<file path="config.mk">
export PLATFORM = sky130hd
export DESIGN_NAME = pncm_ctrl
export DESIGN_NICKNAME = d
export VERILOG_FILES = /design/src/sv/pncm_pkg.sv /design/src/sv/pncm_ctrl.sv
export VERILOG_INCLUDE_DIRS = /design/src /design/src/sv
export SDC_FILE = /design/constraint.sdc
export NUM_CORES = 1
export LEC_CHECK = 0
export ABC_AREA = 1
export BUFFER_PORTS_ARGS = -buffer_cell sky130_fd_sc_hd__buf_2
export CAP_MARGIN = 30
export CORE_MARGIN = 2
export CORE_UTILIZATION = 50
export CTS_BUF_LIST = sky130_fd_sc_hd__clkbuf_2
export CTS_CLUSTER_SIZE = 24
export DETAILED_ROUTE_END_ITERATION = 10
export PLACE_DENSITY = 0.84
export SYNTH_ARGS = -nofsm -noshare
export SYNTH_HDL_FRONTEND = slang
export SYNTH_SLANG_ARGS = --single-unit
</file>
<file path="constraint.sdc">
create_clock -name clk -period 3.3 [get_ports clk]
set_input_delay 0.33 -clock clk [delete_from_list [all_inputs] [get_ports clk]]
set_output_delay 0.33 -clock clk [all_outputs]
set_load 0.02 [all_outputs]
</file>
<file path="src/sv/palette_nearest_color_mapper_top_defines.svh">
// assertion macros used by the palette mapper controller
`ifndef PALETTE_NEAREST_COLOR_MAPPER_TOP_DEFINES_SVH
`define PALETTE_NEAREST_COLOR_MAPPER_TOP_DEFINES_SVH

// same-cycle implication, checked on clk, off during rst
`define PNCM_ASSERT_NOW(label, ante, cons) \
  label: assert property (@(posedge clk) disable iff (rst) (ante) |-> (cons)) \
    else $error("pncm check failed: same-cycle implication");

// next-cycle implication, checked on clk, off during rst
`define PNCM_ASSERT_NEXT(label, ante, cons) \
  label: assert property (@(posedge clk) disable iff (rst) (ante) |=> (cons)) \
    else $error("pncm check failed: next-cycle implication");

`endif

</file>
<file path="src/sv/pncm_pkg.sv">
// shared constants, codes and types of the palette mapper
`timescale 1ns / 1ps

package pncm_pkg;

  localparam int PAL_ENTRIES = 256;
  localparam int PAL_AW      = $clog2(PAL_ENTRIES);
  localparam int PIX_W       = 32;
  localparam int COLOR_W     = 24;
  localparam int EIDX_W      = 8;
  localparam int PIDX_W      = 9;
  localparam int SQ_W        = 16;
  localparam int DIST_W      = 18;
  localparam int CFG_IW      = 1;
  localparam int CFG_DW      = 32;
  localparam int RW_W        = 2;

  localparam logic [PIDX_W-1:0] NO_MATCH = PIDX_W'(256);

  // opcodes
  localparam logic [1:0] OP_WRITE  = 2'd0;
  localparam logic [1:0] OP_MAP    = 2'd1;
  localparam logic [1:0] OP_LOOKUP = 2'd2;

  // register indexes
  localparam logic [CFG_IW-1:0] CFG_MASK_COLOR = 1'b0;
  localparam logic [CFG_IW-1:0] CFG_RED_WEIGHT = 1'b1;

  typedef logic [CFG_IW-1:0] cfg_idx_t;
  typedef logic [CFG_DW-1:0] cfg_data_t;

  typedef enum logic [1:0] {
    ST_IDLE,
    ST_SWEEP,
    ST_DRAIN,
    ST_RESULT
  } state_t;

  typedef struct packed {
    logic              start;
    logic              write;
    logic              rd_en;
    logic [PAL_AW-1:0] rd_addr;
    logic              load_out;
  } dp_cmd_t;

  typedef struct packed {
    logic item_masked;
    logic pipe_busy;
    logic out_free;
  } dp_sts_t;

endpackage

</file>
<file path="src/sv/pncm_ctrl.sv">
// controller fsm: accepts words, sweeps the palette, hands off results
`timescale 1ns / 1ps
`include "palette_nearest_color_mapper_top_defines.svh"

module pncm_ctrl (
  input  logic              clk,
  input  logic              rst,
  input  logic              in_valid,
  input  logic [1:0]        in_opcode,
  output logic              in_ready,
  output pncm_pkg::dp_cmd_t cmd,
  input  pncm_pkg::dp_sts_t sts
);
  import pncm_pkg::*;

  localparam logic [PAL_AW-1:0] LAST_ADDR = PAL_AW'(PAL_ENTRIES - 1);

  state_t            state, state_next;
  logic [PAL_AW-1:0] addr, addr_next;

  always_ff @(posedge clk) begin
    if (rst) begin
      state <= ST_IDLE;
      addr  <= '0;
    end else begin
      state <= state_next;
      addr  <= addr_next;
    end
  end

  always_comb begin
    state_next   = state;
    addr_next    = addr;
    in_ready     = 1'b0;
    cmd          = '0;
    cmd.rd_addr  = addr;
    case (state)
      ST_IDLE: begin
        in_ready  = 1'b1;
        addr_next = '0;
        if (in_valid) begin
          case (in_opcode)
            OP_WRITE: begin
              cmd.write = 1'b1;
            end
            OP_MAP: begin
              cmd.start  = 1'b1;
              state_next = sts.item_masked ? ST_RESULT : ST_SWEEP;
            end
            OP_LOOKUP: begin
              cmd.start  = 1'b1;
              state_next = ST_SWEEP;
            end
            default: begin
              // unused opcode, dropped
            end
          endcase
        end
      end
      ST_SWEEP: begin
        cmd.rd_en = 1'b1;
        addr_next = addr + 1'b1;
        if (addr == LAST_ADDR) begin
          state_next = ST_DRAIN;
        end
      end
      ST_DRAIN: begin
        if (!sts.pipe_busy) begin
          state_next = ST_RESULT;
        end
      end
      ST_RESULT: begin
        if (sts.out_free) begin
          cmd.load_out = 1'b1;
          state_next   = ST_IDLE;
        end
      end
      default: begin
        state_next = ST_IDLE;
      end
    endcase
  end

  `PNCM_ASSERT_NOW(a_idle_pipe_empty, state == ST_IDLE, !sts.pipe_busy)
  `PNCM_ASSERT_NEXT(a_sweep_ends, (state == ST_SWEEP) && (addr == LAST_ADDR),
                    state == ST_DRAIN)
  `PNCM_ASSERT_NEXT(a_result_holds, (state == ST_RESULT) && !sts.out_free,
                    state == ST_RESULT)

endmodule

</file>
# --- Word-level counts from Yosys, hierarchy flattened ---
# Index checks and enable logic that the tools add are counted.
classes:
  add_sub_neg: 1
  n_eq_ne: 11
  mux: 16
  n_reduce_logical: 5
ops:
  columns: ["operator", "count"]
  rows:
  - ["$pmux 8 s2", 1]
  - ["$mux 2", 7]
  - ["$add 8x1->8 const B", 1]
  - ["$eq 8x8->1 const B", 1]
  - ["$ne 2x2->1 const B", 4]
  - ["$pmux 2 s4", 1]
  - ["$eq 2x2->1 const B", 3]
  - ["$mux 1", 6]
  - ["$reduce_and 5->1", 1]
  - ["$eq 2x1->1 const B", 2]
  - ["$logic_not 2->1", 2]
  - ["$pmux 2 s2", 1]
  - ["$ne 3x1->1 const B", 1]
  - ["$reduce_bool 2->1", 1]
  - ["$reduce_or 2->1", 1]
word_totals:
  ff_bits: 10
  in_bits: 8
  output_inout_bits: 13
  wordCells: 35

# --- Longest topological paths before layout ---
depth:
  depth_word: 5
  ltp_mapped: 8
  ltp_nobuf: 8

# --- Worst setup path before layout ---
# OpenSTA, ideal clock, no wires.
synth_path:
  path_type: "flip-flop to output port"
  start: "register state[0]"
  end: "output cmd[10] (netlist name)"
  t_arrival_ps: 1114
  required_ps: 2970
  slack_ps: 1856
  path_stages_with_launch: 5
  n_path_buf: 0
  path_cell_list: "dfxtp_1 inv_1 ha_1 inv_2 nor2_1"
synth_lines:
  columns: ["item", "line_no", "text"]
  rows:
  - ["from (decl)", "pncm_ctrl.sv:18", "state_t state, state_next;"]
  - ["from (signal assigned)", "pncm_ctrl.sv:26", "state <= state_next;"]
  - ["to (decl)", "pncm_ctrl.sv:11", "output pncm_pkg::dp_cmd_t cmd,"]

==> results.yml <==
clock_network:
  post-cts-setup-buffers: 0
  htreeDepth: 1
  cts-buffers-inserted: 3
  cts.clk_slew.worst_paths_ns: 0.11
  cts-root-buf: "clkbuf_2"
  post_cts_resize_count: 0
  clk-insertion-delay-late_ns: 0.27
  cts-hold-fix-buffers: 0
  cts_tree: "yes"
  clock_path_buffers: 2
  clkSinkCount: 10
finish:
  multi_input_area_um2: 412.9
  nFillCells: 120
  insertedDiodeCount: 0
  post-route-cell-area_um2: 795.8
  syn_to_final_growth_pct: 19.55
  finalNetCount: 133
  seq_area_um2: 200.2
  drive_gt1_frac: 0.2991
timing:
  slew_headroom: 0.6240
  drv_slew: 0
  setup_viol: 0
  post-route-period-util: 0.5467
  grt_setup_unrepaired: "no"
  tightest_slew_ns: 0.5641
  max_freq_mhz: 554.3
  skew_ns: 0.01340
  finalHoldViolCount: 0
  min_period_ns: 1.804
  setup_tns_ns: 0
placed_design:
  dpl.hpwl_um: 1024
  place.gp.congestion: 0.7409
  port-buffer-count: 20
  placed_area_um2: 777.0
synth:
  synth_adder_area_share: 0.1316
  syn_avg_cell_area_um2: 7.081
  synth_top_family_by_area: "simple AND/OR/NAND/NOR gates"
  muxShareOfSynthArea: 0
  synth_compound_area_frac: 0.09398
  ys_seq_elements: 10
  netlist_area_um2: 665.6
  synth_cells: 94
  ys.warnings.count: 0
  synth_fp_nets: 109
  synthSimpleGateAreaFrac: 0.3816
  ys_seq_area_frac: 0.3008
  synth.distinct_cells: 22
  synth_xor_area_frac: 0.01316
route:
  drt_drc_violations_left: 0
  topRoutingLayerUsed: "met4"
  drtIter0Drc: 12
  wire_per_inst_um: 10.05
  dr_wl_met3_um: 73
  route.met2.wl_um: 612
  first_pass_iters: 4
  postRouteAntennaNets: 0
  routedLengthMet1_um: 619
  drt_wl_total_um: 1326
  vias_per_cell: 4.909
  vias: 648
pwr:
  comb_power_share: 0.549
  ir_drop_mv: 0.3824
  p_seq_frac: 0.309
  power.density_nw_per_um2: 637.6
  internal_power_w: 0.0002584
  switching_share: 0.4906
  clkPwrFrac: 0.142
  total_leakage_power_nw: 0.4058
  power_switching_w: 0.0002489
job:
  cap_violations: 0
global_route:
  overflow: 0
  grt_max_degree: 16
  grt_pass1_wl_um: 1938
  grt_pass1_vias: 503
  grt_util_all_layers: 0.1815
  antenna_found_initial: 0
die:
  io_pins: 21
  die_area_um2: 1639
  core_um2: 1269
  num_rows: 13
  start_util: 0.5247
  fp.dieW_um: 40.49
  fp.dieH_um: 40.49
worst_setup_path:
  cp-start-kind: "register"
  worstPathArrival_ns: 1.47
  required_ns: 2.97
  critical_path_class: "reg -> out"
  path_max_fanout: 15
  crit_path_end_kind: "output pin"
hold_path:
  hold_class: "in -> reg"
status:
  status: "finished clean"
## metal layers
| layer | track usage | vias to the layer above |
|---|---|---|
| met5 | 0 | - |
| met4 | 0.1000 | 0 |
| met3 | 0.05000 | 4 |
| met2 | 0.3135 | 16 |
| met1 | 0.1967 | 279 |
| li1 | - | 349 |
## kinds of logic after synthesis
logic type / after synthesis
xor+xnor: 1
fa+ha+maj: 7
flops: 10
buf+inv: 13
compound gates: 11
simple gates: 52
## final timing paths
kind	startpoint	end	slack [ns]	cells after the start
worst max-delay path	state[1]$_SDFFE_PP0P_	cmd[9]	1.50	3
worst max register to register	state[1]$_SDFFE_PP0P_	addr[2]$_SDFFE_PP0P_	1.75	6
worst min-delay path	rst	addr[4]$_SDFFE_PP0P_	0.41	4
worst min register to register	addr[6]$_SDFFE_PP0P_	addr[6]$_SDFFE_PP0P_	0.49	2
## flip-flops by register name (all words and copies together) (netlist names)
signal	flops
addr	8
state	2
## power groups by stage
stage	clock, W	sequential (W)	combinational [W]
after floorplan	0	0.000163	0.000214
after global placement	0	0.000158	0.000271
after detailed placement	0	0.000160	0.000277
after CTS	0.0000731	0.000157	0.000280
after global routing	0.0000770	0.000160	0.000314
final	0.0000720	0.000157	0.000278
## through the flow
stage	cells	utilization	setup WS (ns)	total power (W)	hold WS, ns
global placement	128	0.6124	1.848	0.0004296	0.4684
CTS	132	0.6272	1.493	0.0005107	0.4116
floorplan	94	-	1.856	0.0003769	0.5028
finish	132	0.6272	1.496	0.0005073	0.4130
detailed placement	128	0.6124	1.785	0.0004370	0.4776
global route	132	0.6272	1.407	0.0005511	0.4391
## placed cells by master (no fill, tap or decap), types with 2 or more instances in the layout
master and count:
a21oi_1 6, a22oi_1 2, buf_2 20, clkbuf_2 3, dfxtp_1 10, ha_1 7
inv_1 10, inv_2 2, nand2_1 22, nand2_2 3, nand3_1 5, nand4_1 3
nor2_1 11, nor2_2 2, nor2_4 2
## layout make-up
class / count / area share
clock buffers: 3 / 0.01887
clock inverters: 1 / 0.004717
inverters: 12 / 0.05660
multi-input cells: 71 / 0.5189
flip-flops and latches: 10 / 0.2516
well taps: 15 / 0.02358
repair buffers: 20 / 0.1258
## cells in the mapped netlist
library cell | n | area, um^2
dfxtp_1 | 10 | 200.2
inv_1 | 10 | 37.54
nand2_2 | 3 | 18.77
nand4_1 | 3 | 18.77
and3_2 | 1 | 7.510
ha_1 | 7 | 87.58
nor2_1 | 11 | 41.29
nand2_1 | 22 | 82.58
o21ai_1 | 1 | 5.000
buf_4 | 1 | 7.510
nor3_2 | 1 | 10.01
o21a_1 | 1 | 7.510
nand3_2 | 1 | 10.01
xnor2_1 | 1 | 8.760
nor2_2 | 2 | 12.51
o21ai_0 | 1 | 5.000
a22oi_1 | 2 | 15.01
nand3_1 | 5 | 25.02
a21oi_1 | 6 | 30.03
inv_2 | 2 | 7.510
nor3_1 | 1 | 5.000
nor2_4 | 2 | 22.52
## worst max-delay path, stage by stage, from the launching register on
cell     delay [ns]
dfxtp_1        0.35
inv_1          0.08
ha_1           0.51
buf_2          0.27
Note: power is estimated with default switching activity, not from simulation.
